### src/rtl/core/bwm_pkg.sv
`timescale 1ns / 1ps
// ----------------------------------------------------------------------------
// bwm_pkg
// Shared widths, register map and types of the barcode window matcher.
// ----------------------------------------------------------------------------
package bwm_pkg;

  localparam int DEF_WINDOW      = 200;
  localparam int DEF_MAX_READ    = 2048;
  localparam int DEF_MAX_PATTERN = 32;

  localparam int BASE_W     = 3;
  localparam int RLEN_W     = 11;
  localparam int POS_W      = 9;
  localparam int LEN_W      = 6;
  localparam int PAT_W      = 64;
  localparam int PAT_BASES  = PAT_W / 2;
  localparam int APB_ADDR_W = 5;
  localparam int APB_DATA_W = 64;
  localparam int REG_SEL_W  = 2;

  localparam logic [LEN_W-1:0] LEN_RESET = LEN_W'(8);

  typedef enum logic [REG_SEL_W-1:0] {
    REG_HEAD_PATTERN = 2'd0,
    REG_HEAD_LENGTH  = 2'd1,
    REG_TAIL_PATTERN = 2'd2,
    REG_TAIL_LENGTH  = 2'd3
  } bwm_reg_t;

  // Barcode prepared for a parallel compare against the base history.
  // expect_bases holds the wanted base for history slot j at bits 2j+1..2j.
  typedef struct packed {
    logic [PAT_W-1:0]     expect_bases;
    logic [PAT_BASES-1:0] slot_mask;
    logic [LEN_W-1:0]     length;
  } bwm_barcode_t;

  typedef struct packed {
    bwm_barcode_t head;
    bwm_barcode_t tail;
  } bwm_cfg_t;

endpackage

### src/rtl/core/bwm_if.sv
`timescale 1ns / 1ps
// ----------------------------------------------------------------------------
// bwm_if
// Stream channels of the barcode window matcher: read bases in, results out.
// ----------------------------------------------------------------------------
interface bwm_in_if;
  logic                        valid;
  logic                        ready;
  logic [bwm_pkg::BASE_W-1:0]  base;
  logic [bwm_pkg::RLEN_W-1:0]  read_length;
  logic                        last_base;

  modport source (output valid, output base, output read_length, output last_base,
                  input ready);
  modport sink   (input valid, input base, input read_length, input last_base,
                  output ready);
endinterface

interface bwm_out_if;
  logic                              valid;
  logic                              ready;
  logic signed [bwm_pkg::POS_W-1:0]  head_position;
  logic signed [bwm_pkg::POS_W-1:0]  tail_position;
  logic                              keep_read;

  modport source (output valid, output head_position, output tail_position,
                  output keep_read, input ready);
  modport sink   (input valid, input head_position, input tail_position,
                  input keep_read, output ready);
endinterface

### src/rtl/core/bwm_cfg_regs.sv
`timescale 1ns / 1ps
// ----------------------------------------------------------------------------
// bwm_cfg_regs
// APB register file for both barcodes; prepares aligned compare patterns.
// ----------------------------------------------------------------------------
module bwm_cfg_regs #(
  parameter int MAX_PATTERN = bwm_pkg::DEF_MAX_PATTERN
) (
  input  logic                           clk,
  input  logic                           rst,
  input  logic                           psel,
  input  logic                           penable,
  input  logic                           pwrite,
  input  logic [bwm_pkg::APB_ADDR_W-1:0] paddr,
  input  logic [bwm_pkg::APB_DATA_W-1:0] pwdata,
  output logic [bwm_pkg::APB_DATA_W-1:0] prdata,
  output bwm_pkg::bwm_cfg_t              cfg
);
  import bwm_pkg::*;

  localparam int SH_W = $clog2(MAX_PATTERN + 1);

  logic [PAT_W-1:0] head_pattern;
  logic [LEN_W-1:0] head_length;
  logic [PAT_W-1:0] tail_pattern;
  logic [LEN_W-1:0] tail_length;

  bwm_reg_t     sel;
  logic         wr_en;
  bwm_barcode_t head_next;
  bwm_barcode_t tail_next;

  assign sel   = bwm_reg_t'(paddr[APB_ADDR_W-1:APB_ADDR_W-REG_SEL_W]);
  assign wr_en = psel && penable && pwrite;

  function automatic logic [LEN_W-1:0] clamp_len(input logic [LEN_W-1:0] len);
    logic [LEN_W-1:0] res;
    res = len;
    if (len == '0) begin
      res = LEN_W'(1);
    end else if (len > LEN_W'(MAX_PATTERN)) begin
      res = LEN_W'(MAX_PATTERN);
    end
    return res;
  endfunction

  function automatic bwm_barcode_t prepare(input logic [PAT_W-1:0] pat,
                                           input logic [LEN_W-1:0] len);
    bwm_barcode_t     res;
    logic [LEN_W-1:0] cl;
    logic [PAT_W-1:0] rev;
    logic [SH_W-1:0]  sh;
    cl  = clamp_len(len);
    rev = '0;
    for (int j = 0; j < MAX_PATTERN; j++) begin
      rev[2*j +: 2] = pat[2*(MAX_PATTERN-1-j) +: 2];
    end
    sh = SH_W'(MAX_PATTERN) - SH_W'(cl);
    res.expect_bases = rev >> {sh, 1'b0};
    for (int j = 0; j < PAT_BASES; j++) begin
      res.slot_mask[j] = (LEN_W'(j) < cl) && (j < MAX_PATTERN);
    end
    res.length = cl;
    return res;
  endfunction

  always_ff @(posedge clk) begin
    if (rst) begin
      head_pattern <= '0;
      head_length  <= LEN_RESET;
      tail_pattern <= '0;
      tail_length  <= LEN_RESET;
    end else if (wr_en) begin
      case (sel)
        REG_HEAD_PATTERN: head_pattern <= pwdata;
        REG_HEAD_LENGTH:  head_length  <= pwdata[LEN_W-1:0];
        REG_TAIL_PATTERN: tail_pattern <= pwdata;
        REG_TAIL_LENGTH:  tail_length  <= pwdata[LEN_W-1:0];
        default: begin
        end
      endcase
    end
  end

  always_comb begin
    case (sel)
      REG_HEAD_PATTERN: prdata = head_pattern;
      REG_HEAD_LENGTH:  prdata = APB_DATA_W'(head_length);
      REG_TAIL_PATTERN: prdata = tail_pattern;
      REG_TAIL_LENGTH:  prdata = APB_DATA_W'(tail_length);
      default:          prdata = '0;
    endcase
  end

  assign head_next = prepare(head_pattern, head_length);
  assign tail_next = prepare(tail_pattern, tail_length);

  always_ff @(posedge clk) begin
    cfg.head <= head_next;
    cfg.tail <= tail_next;
  end

endmodule

### src/rtl/core/bwm_window_cmp.sv
`timescale 1ns / 1ps
// ----------------------------------------------------------------------------
// bwm_window_cmp
// Parallel compare of the newest bases against one prepared barcode.
// ----------------------------------------------------------------------------
module bwm_window_cmp #(
  parameter int MAX_PATTERN = bwm_pkg::DEF_MAX_PATTERN
) (
  input  logic [MAX_PATTERN-1:0][bwm_pkg::BASE_W-1:0] history,
  input  bwm_pkg::bwm_barcode_t                       barcode,
  output logic                                        hit
);
  import bwm_pkg::*;

  logic [MAX_PATTERN-1:0] slot_ok;

  always_comb begin
    for (int j = 0; j < MAX_PATTERN; j++) begin
      slot_ok[j] = !barcode.slot_mask[j] ||
                   (history[j] == {1'b0, barcode.expect_bases[2*j +: 2]});
    end
  end

  assign hit = &slot_ok;

endmodule

### src/rtl/core/barcode_window_matcher_unit.sv
`timescale 1ns / 1ps
// ----------------------------------------------------------------------------
// barcode_window_matcher_unit
// Exact-match search of a head and a tail barcode in the windows of a read.
// ----------------------------------------------------------------------------
// Result path: the last base is registered in the input stage, then its result is registered in the result register.
// Throughput: 1 base per cycle; the single compare stage updates the history
// and match flags for each base it holds and stalls only while a result waits downstream.
// Reset: synchronous rst clears registers, base history and match state;
// prepared barcodes are registered from the registers and follow them in the next cycle.
// ----------------------------------------------------------------------------
module barcode_window_matcher_unit #(
  parameter int WINDOW      = bwm_pkg::DEF_WINDOW,
  parameter int MAX_READ    = bwm_pkg::DEF_MAX_READ,
  parameter int MAX_PATTERN = bwm_pkg::DEF_MAX_PATTERN
) (
  input  logic                           clk,
  input  logic                           rst,
  bwm_in_if.sink                         read_bases,
  bwm_out_if.source                      match_result,
  input  logic                           psel,
  input  logic                           penable,
  input  logic                           pwrite,
  input  logic [bwm_pkg::APB_ADDR_W-1:0] paddr,
  input  logic [bwm_pkg::APB_DATA_W-1:0] pwdata,
  output logic [bwm_pkg::APB_DATA_W-1:0] prdata,
  output logic                           pready
);
  import bwm_pkg::*;

  localparam int IW = $clog2(MAX_READ);
  localparam int CW = ((IW > RLEN_W) ? IW : RLEN_W) + 2;

  bwm_cfg_t cfg;

  logic                   s1_valid;
  logic [BASE_W-1:0]      s1_base;
  logic [RLEN_W-1:0]      s1_rlen;
  logic                   s1_last;

  logic [MAX_PATTERN-1:0][BASE_W-1:0] history;
  logic [MAX_PATTERN-1:0][BASE_W-1:0] history_next;
  logic [IW-1:0]          base_index;
  logic                   head_found;
  logic [POS_W-1:0]       head_start;
  logic                   tail_found;
  logic [POS_W-1:0]       tail_start_pos;

  logic                   head_hit;
  logic                   tail_hit;
  logic                   advance;
  logic                   in_fire;

  logic [CW-1:0]          idx_w;
  logic [CW-1:0]          idx_end;
  logic [CW-1:0]          rlen_w;
  logic [CW-1:0]          hl_w;
  logic [CW-1:0]          tl_w;
  logic [CW-1:0]          head_end;
  logic [CW-1:0]          tail_base;
  logic [CW-1:0]          tail_rel;
  logic                   head_take;
  logic                   tail_take;
  logic                   head_found_next;
  logic [POS_W-1:0]       head_start_next;
  logic                   tail_found_next;
  logic [POS_W-1:0]       tail_start_next;

  assign pready = 1'b1;

  bwm_cfg_regs #(
    .MAX_PATTERN (MAX_PATTERN)
  ) u_cfg (
    .clk     (clk),
    .rst     (rst),
    .psel    (psel),
    .penable (penable),
    .pwrite  (pwrite),
    .paddr   (paddr),
    .pwdata  (pwdata),
    .prdata  (prdata),
    .cfg     (cfg)
  );

  // hold a finished last base while the result register is still occupied
  assign advance = s1_valid && !(s1_last && match_result.valid && !match_result.ready);
  assign read_bases.ready = !s1_valid || advance;
  assign in_fire = read_bases.valid && read_bases.ready;

  always_ff @(posedge clk) begin
    if (rst) begin
      s1_valid <= 1'b0;
    end else if (in_fire) begin
      s1_valid <= 1'b1;
    end else if (advance) begin
      s1_valid <= 1'b0;
    end
  end

  always_ff @(posedge clk) begin
    if (in_fire) begin
      s1_base <= read_bases.base;
      s1_rlen <= read_bases.read_length;
      s1_last <= read_bases.last_base;
    end
  end

  assign history_next = {history[MAX_PATTERN-2:0], s1_base};

  bwm_window_cmp #(
    .MAX_PATTERN (MAX_PATTERN)
  ) u_head_cmp (
    .history (history_next),
    .barcode (cfg.head),
    .hit     (head_hit)
  );

  bwm_window_cmp #(
    .MAX_PATTERN (MAX_PATTERN)
  ) u_tail_cmp (
    .history (history_next),
    .barcode (cfg.tail),
    .hit     (tail_hit)
  );

  always_comb begin
    idx_w     = CW'(base_index);
    idx_end   = idx_w + CW'(1);
    rlen_w    = CW'(s1_rlen);
    hl_w      = CW'(cfg.head.length);
    tl_w      = CW'(cfg.tail.length);
    head_end  = (rlen_w < CW'(WINDOW)) ? rlen_w : CW'(WINDOW);
    tail_base = (rlen_w > CW'(WINDOW)) ? (rlen_w - CW'(WINDOW)) : '0;
    tail_rel  = idx_end - tl_w;

    head_take = !head_found && (idx_end >= hl_w) && (idx_w < head_end) && head_hit;
    tail_take = !tail_found && (idx_end >= tl_w) && (idx_w < rlen_w) &&
                (tail_rel >= tail_base) && tail_hit;

    head_found_next = head_found || head_take;
    head_start_next = head_take ? POS_W'(idx_end - hl_w) : head_start;
    tail_found_next = tail_found || tail_take;
    tail_start_next = tail_take ? POS_W'(tail_rel - tail_base) : tail_start_pos;
  end

  always_ff @(posedge clk) begin
    if (rst) begin
      history        <= '0;
      base_index     <= '0;
      head_found     <= 1'b0;
      head_start     <= '0;
      tail_found     <= 1'b0;
      tail_start_pos <= '0;
    end else if (advance) begin
      if (s1_last) begin
        history        <= '0;
        base_index     <= '0;
        head_found     <= 1'b0;
        head_start     <= '0;
        tail_found     <= 1'b0;
        tail_start_pos <= '0;
      end else begin
        history        <= history_next;
        head_found     <= head_found_next;
        head_start     <= head_start_next;
        tail_found     <= tail_found_next;
        tail_start_pos <= tail_start_next;
        if (base_index != IW'(MAX_READ - 1)) begin
          base_index <= base_index + IW'(1);
        end
      end
    end
  end

  always_ff @(posedge clk) begin
    if (rst) begin
      match_result.valid <= 1'b0;
    end else if (advance && s1_last) begin
      match_result.valid <= 1'b1;
    end else if (match_result.ready) begin
      match_result.valid <= 1'b0;
    end
  end

  always_ff @(posedge clk) begin
    if (advance && s1_last) begin
      match_result.head_position <= head_found_next ? $signed(head_start_next) : '1;
      match_result.tail_position <= tail_found_next ? $signed(tail_start_next) : '1;
      match_result.keep_read     <= head_found_next || tail_found_next;
    end
  end

`ifndef NO_ASSERTIONS
  a_keep_consistent: assert property (@(posedge clk) disable iff (rst)
    match_result.valid |->
      (match_result.keep_read ==
       ((match_result.head_position != '1) || (match_result.tail_position != '1))))
    else $error("keep_read disagrees with reported positions");

  a_read_cleared: assert property (@(posedge clk) disable iff (rst)
    (advance && s1_last) |=> (base_index == '0) && !head_found && !tail_found)
    else $error("read state not cleared after last base");

  a_head_sticky: assert property (@(posedge clk) disable iff (rst)
    (head_found && !(advance && s1_last)) |=> head_found && $stable(head_start))
    else $error("head match lost within a read");

  a_tail_sticky: assert property (@(posedge clk) disable iff (rst)
    (tail_found && !(advance && s1_last)) |=> tail_found && $stable(tail_start_pos))
    else $error("tail match lost within a read");
`endif

endmodule
### src/flat_wrapper.sv
// flat-port wrapper written by rule: the top's interface ports become plain ports
module barcode_window_matcher_unit_flat import bwm_pkg::*;
#(
  parameter int WINDOW      = bwm_pkg::DEF_WINDOW,
  parameter int MAX_READ    = bwm_pkg::DEF_MAX_READ,
  parameter int MAX_PATTERN = bwm_pkg::DEF_MAX_PATTERN
)
  (clk, rst, psel, penable, pwrite, paddr, pwdata, prdata, pready, read_bases_valid, read_bases_base, read_bases_read_length, read_bases_last_base, read_bases_ready, match_result_valid, match_result_head_position, match_result_tail_position, match_result_keep_read, match_result_ready);
  bwm_in_if read_bases_i ();
  bwm_out_if match_result_i ();
  input  logic clk;
  input  logic rst;
  input  logic psel;
  input  logic penable;
  input  logic pwrite;
  input  logic [bwm_pkg::APB_ADDR_W-1:0] paddr;
  input  logic [bwm_pkg::APB_DATA_W-1:0] pwdata;
  output logic [bwm_pkg::APB_DATA_W-1:0] prdata;
  output logic pready;
  input wire logic [$bits(read_bases_i.valid)-1:0] read_bases_valid;
  input wire logic [$bits(read_bases_i.base)-1:0] read_bases_base;
  input wire logic [$bits(read_bases_i.read_length)-1:0] read_bases_read_length;
  input wire logic [$bits(read_bases_i.last_base)-1:0] read_bases_last_base;
  output wire logic [$bits(read_bases_i.ready)-1:0] read_bases_ready;
  output wire logic [$bits(match_result_i.valid)-1:0] match_result_valid;
  output wire logic [$bits(match_result_i.head_position)-1:0] match_result_head_position;
  output wire logic [$bits(match_result_i.tail_position)-1:0] match_result_tail_position;
  output wire logic [$bits(match_result_i.keep_read)-1:0] match_result_keep_read;
  input wire logic [$bits(match_result_i.ready)-1:0] match_result_ready;
  assign read_bases_i.valid = read_bases_valid;
  assign read_bases_i.base = read_bases_base;
  assign read_bases_i.read_length = read_bases_read_length;
  assign read_bases_i.last_base = read_bases_last_base;
  assign read_bases_ready = read_bases_i.ready;
  assign match_result_valid = match_result_i.valid;
  assign match_result_head_position = match_result_i.head_position;
  assign match_result_tail_position = match_result_i.tail_position;
  assign match_result_keep_read = match_result_i.keep_read;
  assign match_result_i.ready = match_result_ready;
  barcode_window_matcher_unit #(.WINDOW(WINDOW), .MAX_READ(MAX_READ), .MAX_PATTERN(MAX_PATTERN)) u_core (.clk(clk), .rst(rst), .read_bases(read_bases_i), .match_result(match_result_i), .psel(psel), .penable(penable), .pwrite(pwrite), .paddr(paddr), .pwdata(pwdata), .prdata(prdata), .pready(pready));
endmodule
### config.mk
export PLATFORM = sky130hd
export DESIGN_NAME = barcode_window_matcher_unit_flat
export DESIGN_NICKNAME = d
export VERILOG_FILES = /design/src/rtl/core/bwm_pkg.sv /design/src/rtl/core/bwm_if.sv /design/src/rtl/core/bwm_cfg_regs.sv /design/src/rtl/core/bwm_window_cmp.sv /design/src/rtl/core/barcode_window_matcher_unit.sv /design/src/flat_wrapper.sv
export SDC_FILE = /design/constraint.sdc
export NUM_CORES = 1
export LEC_CHECK = 0
export BUFFER_PORTS_ARGS = -buffer_cell sky130_fd_sc_hd__buf_4
export CAP_MARGIN = 25
export CORE_MARGIN = 2
export CORE_UTILIZATION = 45
export CTS_CLUSTER_DIAMETER = 120
export DETAILED_ROUTE_END_ITERATION = 10
export PLACE_DENSITY_LB_ADDON = 0.15
export SYNTH_ARGS = -nofsm -noshare
export SYNTH_HDL_FRONTEND = slang
export SYNTH_SLANG_ARGS = --single-unit
### constraint.sdc
create_clock -name clk -period 5.5 [get_ports clk]
set_input_delay 1.1 -clock clk [delete_from_list [all_inputs] [get_ports clk]]
set_output_delay 1.1 -clock clk [all_outputs]
set_load 0.01 [all_outputs]
==> impl_metrics.ini, run 1 <==
[floorplanning]
floorplan.initialDensity_pct = 45.7
die-area_mm2 = 0.0620
io_pins = 177
placementRows = 89
die_h_um = 249
die_x_um = 249
fp.coreArea_mm2 = 0.0591

[logic_synthesis]
ys.flop_type = dfxtp_1
ys_ff_latch = 502
yosysTopAreaCellShare_pct = 34.7
yosys.area.top_type = dfxtp_1
syn_area_mm2 = 0.0270
synthArstFlopShare_pct = 0
synth_cell_types = 82
synth_edf_count = 34
post-synth-top-count-cell = nand2_1
syn_avg_cell_area_um2 = 8.97
synth_cells = 3011
synthTopCellsByArea = dfxtp_1 35%, mux2i_1 10%, nand2_1 6.9%
netlist_top_cells_count = 499 x nand2_1, 468 x dfxtp_1, 298 x a21oi_1, 281 x mux2i_1, 175 x nor2_1
synth_warnings = 0
seq_area_frac_synth_pct = 38.5

[power]
ir_worst_vdd_mv = 0.233
powerDensity_mw_per_mm2 = 269
combPwrFrac_pct = 9.9
swShare_pct = 25.4
leakage_nw = 13.2
power_mw = 8.25
p_sw_mw = 2.10
pwr-share-clk_pct = 44.2
power_frac_seq_pct = 46.0
intPower_mw = 6.15

[worst_hold_path]
min_from = u_core.history[92]
min_path_type = reg2reg
whs_path_depth = 2

[grt]
grt_util_all_layers_pct = 31.0
grt_max_degree = 170
grt_pass1_wl_mm = 145
antenna_found_initial = 3
grt_pass1_vias = 22300
grt-ovfl-total = 0

[detailed_routing]
route.detailed.drc = 0
vias_per_cell = 6.07
final_antenna_net_count = 0
vias = 23500
dr.pass1.iters = 8
routed_wl_mm = 98.8
drt_iter0_drc = 2242
wire_per_inst_um = 25.5

[clocking]
clkTransAtPathRegs_ns = 0.06
h-tree-depth = 2
cts_tree = yes
cts_made_buffers = 53
insertion_delay_ns = 0.62
post_cts_resized = 0
clkSinkCount = 502
cts_setup_buffers = 0
cts_root_buf = clkbuf_16
cts.path.max_buffers = 3
holdBufCountCts = 0

[layout]
fin_nets = 3213
syn_to_final_growth_pct = 13.7
finish.instance_area_mm2 = 0.0307
fin_cells = 3879
drive_gt1_share_pct = 13.2

[critical_path]
worstSetupPathType = reg2reg
arrival_ns = 5.25
crit_path_start = u_core.base_index[0]
r2r-start = u_core.base_index[0]
start_kind = flop
crit_fanout = 12
cp.required_ns = 5.86
end_kind = flop
rr_worst_depth = 17

[placement]
placed_cell_area_mm2 = 0.0288
dpl.hpwl_mm = 74.5
placed_cells = 3777
gp_congestion = 1.03
portBuffers = 172

[sta]
fin_setup_tns_ns = 0
worst_slew_pin_slew_ns = 1.05
drv_slew = 0
finalClockSkew_ns = 0.0136
setup_viol = 0
hold_viol = 0
fin_crit_ns = 4.89
rsz0062_at_grt = false
relSlewSlack_pct = 30.2
finalCritPeriodShare_pct = 88.9
clock.fmax_ghz = 0.204

[outcome]
status = completed

[run]
maxCapViolations = 0
==> state kept, by name, summed over array words and instances (netlist names), 11 cells and up <==
name and flops:
u_core.u_cfg.cfg 202, u_core.history 93, u_core.u_cfg.head_pattern 64, u_core.u_cfg.tail_pattern 64
u_core.base_index 11, u_core.s1_rlen 11
==> cell families after synthesis <==
kind of cell | after synthesis | synth area share (%)
mux | 350 | 15.8
xor+xnor | 164 | 5.32
simple gates | 1013 | 17.9
fa+ha+maj | 55 | 2.63
flops | 502 | 38.5
compound gates | 655 | 15.7
other cells | 1 | 0.0139
buf+inv | 271 | 4.10
==> layout make-up <==
class	instances	area [µm²]
Antenna cell	1	2.50
Clock buffer	77	1530
Clock inverter	16	218
Fill cell	5421	28400
Inverter	50	188
Multi-Input combinational cell	2241	15600
Sequential cell	502	10400
Tap cell	773	967
Timing Repair Buffer	219	1790
==> worst max-delay path, cell delays in order (launching register included) <==
cell and delay [ns]:
dfxtp_1 0.52, ha_1 0.32, nand3_2 0.20, xnor2_1 0.29, ha_1 0.33, or2_2 0.29
a21oi_1 0.15, a21oi_1 0.12, a21oi_1 0.35, mux2i_1 0.13, a32o_1 0.29, ha_1 0.29
a21o_1 0.16, a21oi_1 0.14, o211ai_1 0.16, o311ai_4 0.19, nor2_2 0.22, or4_1 0.50
==> routing by layer <==
metal  up-vias  part of all wire [%]  global-route usage (%)
met5         -                 0.031                       0
met4         4                   4.7                    13.2
met3       194                   6.6                    3.91
met2       999                    44                    48.1
met1     11500                    44                    43.4
li1      10800                     -                       -
==> cells in the final DEF (no fill, tap or decap), types with 22 or more instances in the layout <==
cell | synthesis | routed
mux2i_1 | 281 | 281
nand2_1 | 499 | 498
nor3_1 | 29 | 28
dfxtp_1 | 468 | 467
a21o_1 | 25 | 25
nor3b_1 | 22 | 22
edfxtp_1 | 34 | 34
o21ai_0 | 78 | 78
and3_1 | 26 | 26
xnor2_1 | 26 | 23
o31ai_1 | 68 | 68
nand3b_1 | 111 | 111
nor2_1 | 175 | 173
inv_1 | 48 | 48
buf_4 | 10 | 209
mux4_2 | 61 | 61
ha_1 | 52 | 50
a21oi_1 | 298 | 298
clkbuf_16 | 0 | 55
nor2b_1 | 33 | 33
xor2_1 | 138 | 138
==> power groups by stage <==
| stage | logic (mW) | registers (mW) | clock network (mW) |
|---|---|---|---|
| floorplan | 0.516 | 3.84 | 0 |
| global placement | 0.779 | 3.87 | 0 |
| detailed placement | 0.784 | 3.87 | 0 |
| CTS | 0.787 | 3.79 | 3.69 |
| global route | 0.863 | 3.79 | 3.83 |
| finish | 0.813 | 3.79 | 3.64 |
==> per-stage QoR <==
| step | utilization (%) | hold WS, ns | setup WS (ns) |
|---|---|---|---|
| floorplan | - | 0.445 | 1.32 |
| global placement | 48.7 | 0.460 | 0.632 |
| detailed placement | 48.7 | 0.479 | 0.613 |
| CTS | 51.6 | 0.485 | 0.604 |
| global route | 51.9 | 0.518 | 0.261 |
| finish | 51.9 | 0.483 | 0.608 |
==> worst paths after layout <==
| path | to | slack [ns] |
|---|---|---|
| worst min register to register | u_core.history[92] | 0.48 |
| worst max-delay path | u_core.match_result.keep_read | 0.61 |
| worst max register to register | u_core.match_result.keep_read | 0.61 |
| worst min-delay path | u_core.history[92] | 0.48 |
(Power assumes the default switching activity.)
==> run 2, diff against run 1 <==
--- a/config.mk
+++ b/config.mk
@@ -5,6 +5,7 @@
 export SDC_FILE = /design/constraint.sdc
 export NUM_CORES = 1
 export LEC_CHECK = 0
+export ABC_AREA = 1
 export BUFFER_PORTS_ARGS = -buffer_cell sky130_fd_sc_hd__buf_4
 export CAP_MARGIN = 25
 export CORE_MARGIN = 2
==> run 2 against run 1 <==
Compared with the run above:
- global-route usage rose by 0.25 points
- register-to-register slack improved by 0.36 ns
- critical path depth rose by 4
- highest routed layer unchanged
==> impl_metrics.ini, run 2 <==
[outcome]
status = completed

[logic_synthesis]
syn_avg_cell_area_um2 = 6.73
seq_area_frac_synth_pct = 38.7
synth_top_family_by_area = simple AND/OR/NAND/NOR gates
syn_area_mm2 = 0.0268
post-synth-top-count-cell = nand2_1
synthAdderAreaFrac_pct = 2.65
synth_warnings = 0
synthTopCellsByArea = dfxtp_1 35%, nand2_1 14%, o21ai_0 8.0%
ys.flop_type = dfxtp_1
synth-compound-area-share_pct = 22.0
yosysTopAreaCellShare_pct = 34.9
muxShareOfSynthArea_pct = 0.373
yosys.area.top_type = dfxtp_1
ys_ff_latch = 502
synth_xor_area_share_pct = 0.975
synth_cell_types = 48
synth_cells = 3984
netlist_top_cells_count = 1032 x nand2_1, 468 x dfxtp_1, 438 x inv_1, 431 x o21ai_0, 312 x a21oi_1
synthSimpleGateAreaFrac_pct = 25.2
synth_edf_count = 34
synthArstFlopShare_pct = 0

[floorplanning]
die-area_mm2 = 0.0616
floorplan.initialDensity_pct = 45.5
die_x_um = 248
io_pins = 177
placementRows = 89
fp.coreArea_mm2 = 0.0590
die_h_um = 248

[critical_path]
crit_fanout = 9
crit_path_max_incr_delay_ns = 0.46
rr_worst_depth = 21
crit_family = simple AND/OR/NAND/NOR gates
end_kind = flop
path_depth = 21
arrival_ns = 4.91
crit_buf_inv = 0
cp_slowest_cell = dfxtp_1
cp.required_ns = 5.88
crit_chain = ha_1 > nand2_2 > nor2_1 > xor2_1 > ha_1 > a21oi_1 > o21ai_0 > nor2_1 > nor2_2 > nor2_2 > nand3_1 > xor2_1 > ha_1 > nand2_1 > nor4_1 > nand2_1 > nand3_1 > nand4_2 > o21bai_1 > nand2_1 > or2_2
worstSetupPathType = reg2reg
start_kind = flop

[detailed_routing]
final_antenna_net_count = 0
drt_iter0_drc = 2334
dr.pass1.iters = 8
wire_per_inst_um = 20.1
routed_wl_mm = 97.7
vias_per_cell = 5.57
route.detailed.drc = 0
vias = 27100

[sta]
clock.fmax_ghz = 0.221
finalWorstSetupSlack_ns = 0.969
worst_slew_pin_slew_ns = 1.06
hold_viol = 0
rsz0062_at_grt = false
fin_setup_tns_ns = 0
setup_viol = 0
finalCritPeriodShare_pct = 82.4
drv_slew = 0
relSlewSlack_pct = 29.3
finalClockSkew_ns = 0.0195
whs_ns = 0.463
fin_crit_ns = 4.53

[grt]
grt_pass1_vias = 24900
grt_pass1_wl_mm = 146
grt_max_degree = 118
gr-usage-met1_pct = 42.7
met2_usage_pct = 47.5
antenna_found_initial = 7
grt_busiest_layer = met2
met3_usage_pct = 5.51
grt_util_all_layers_pct = 31.2
grt-ovfl-total = 0

[layout]
postLayoutCoreUtil_pct = 51.7
fillers = 6064
regMostFlops = u_core.u_cfg.cfg
drive_gt1_share_pct = 9.18
fin_nets = 4182
syn_to_final_growth_pct = 13.8
largest_reg_flops = 202
final_common_cell = nand2_1
most-common-layout-cells = 1030 x nand2_1, 468 x dfxtp_1, 433 x inv_1
reg_top3 = u_core.u_cfg.cfg x202, u_core.history x93

[power]
power_frac_seq_pct = 41.8
leakage_nw = 12.0
combPwrFrac_pct = 14.2
intPower_mw = 6.62
swShare_pct = 28.3
ir_worst_vdd_mv = 0.236
powerDensity_mw_per_mm2 = 303
p_sw_mw = 2.61
pwr-share-clk_pct = 44.1

[placement]
portBuffers = 172
dpl_worst_slack_ns = 0.933
gp_congestion = 1.00
dpl.hpwl_mm = 73.8

[clocking]
clkTransAtPathRegs_ns = 0.06
cts.path.max_buffers = 3
cts_tree = yes
post_cts_resized = 0
h-tree-depth = 2
cts_setup_buffers = 0
cts_made_buffers = 56
holdBufCountCts = 0
cts_root_buf = clkbuf_16
clkSinkCount = 502
insertion_delay_ns = 0.63

[worst_hold_path]
whs_path_depth = 2
min_path_type = reg2reg

[run]
maxCapViolations = 0
run 2: changes by cell type after synthesis, moves of 52 or more:
cell      previous run  this run
o22ai_1             10        70
xor2_1             138        16
inv_1               48       438
o31ai_1             68        16
nand3b_1           111         3
nand3_1             21       284
nand2_1            499      1032
o21ai_0             78       431
o211ai_1            14        98
o21ai_1              5       131
mux4_2              61         0
mux2i_1            281        10
run 2: final timing paths:
kind | from | end | slack (ns)
max reg2reg | u_core.base_index[0] | u_core.match_result.tail_position[0] | 0.97
min | u_core.head_start[8] | u_core.head_start[8] | 0.46
min reg2reg | u_core.head_start[8] | u_core.head_start[8] | 0.46
max | u_core.base_index[0] | u_core.match_result.tail_position[0] | 0.97
run 2: cell families after synthesis:
family          Yosys count
simple gates           1619
compound gates         1087
buf+inv                 681
flops                   502
fa+ha+maj                55
xor+xnor                 29
mux                      10
other cells               1
run 2: per-stage QoR:
step,cells,instance area (µm²),power [mW]
global placement,4750,28500,5.20
floorplan,3987,26800,4.74
CTS,4856,30500,9.25
detailed placement,4751,28500,5.21
finish,4858,30500,9.24
global route,4856,30500,9.55
run 2: final cells by class:
| cell class | instances | area, µm² | area share (%) |
|---|---|---|---|
| diodes | 2 | 5.00 | 0.0164 |
| multi-input cells | 2804 | 13800 | 45.1 |
| clock buffers | 77 | 1660 | 5.45 |
| inverters | 456 | 1720 | 5.62 |
| repair buffers | 216 | 1640 | 5.39 |
| clock inverters | 28 | 364 | 1.19 |
| flip-flops and latches | 502 | 10400 | 34.0 |
| well taps | 773 | 967 | 3.17 |
run 2: power groups by stage:
stage	Sequential, mW	Combinational (mW)	Clock, mW
after floorplan	3.91	0.834	0
after detailed placement	3.94	1.27	0
final	3.86	1.31	4.07
after CTS	3.86	1.28	4.12
after global routing	3.87	1.42	4.26
after global placement	3.94	1.27	0
run 2: per-layer routing:
layer | routed length [µm] | vias to the layer above
met5 | 126 | -
met4 | 4910 | 8
met3 | 7910 | 238
met2 | 41600 | 1099
met1 | 43200 | 12500
li1 | - | 13200
run 2: tightest hold or removal path: stages (launching register included):
cell     delay [ns]
dfxtp_1        0.31
nand2_1        0.06
a21oi_1        0.05
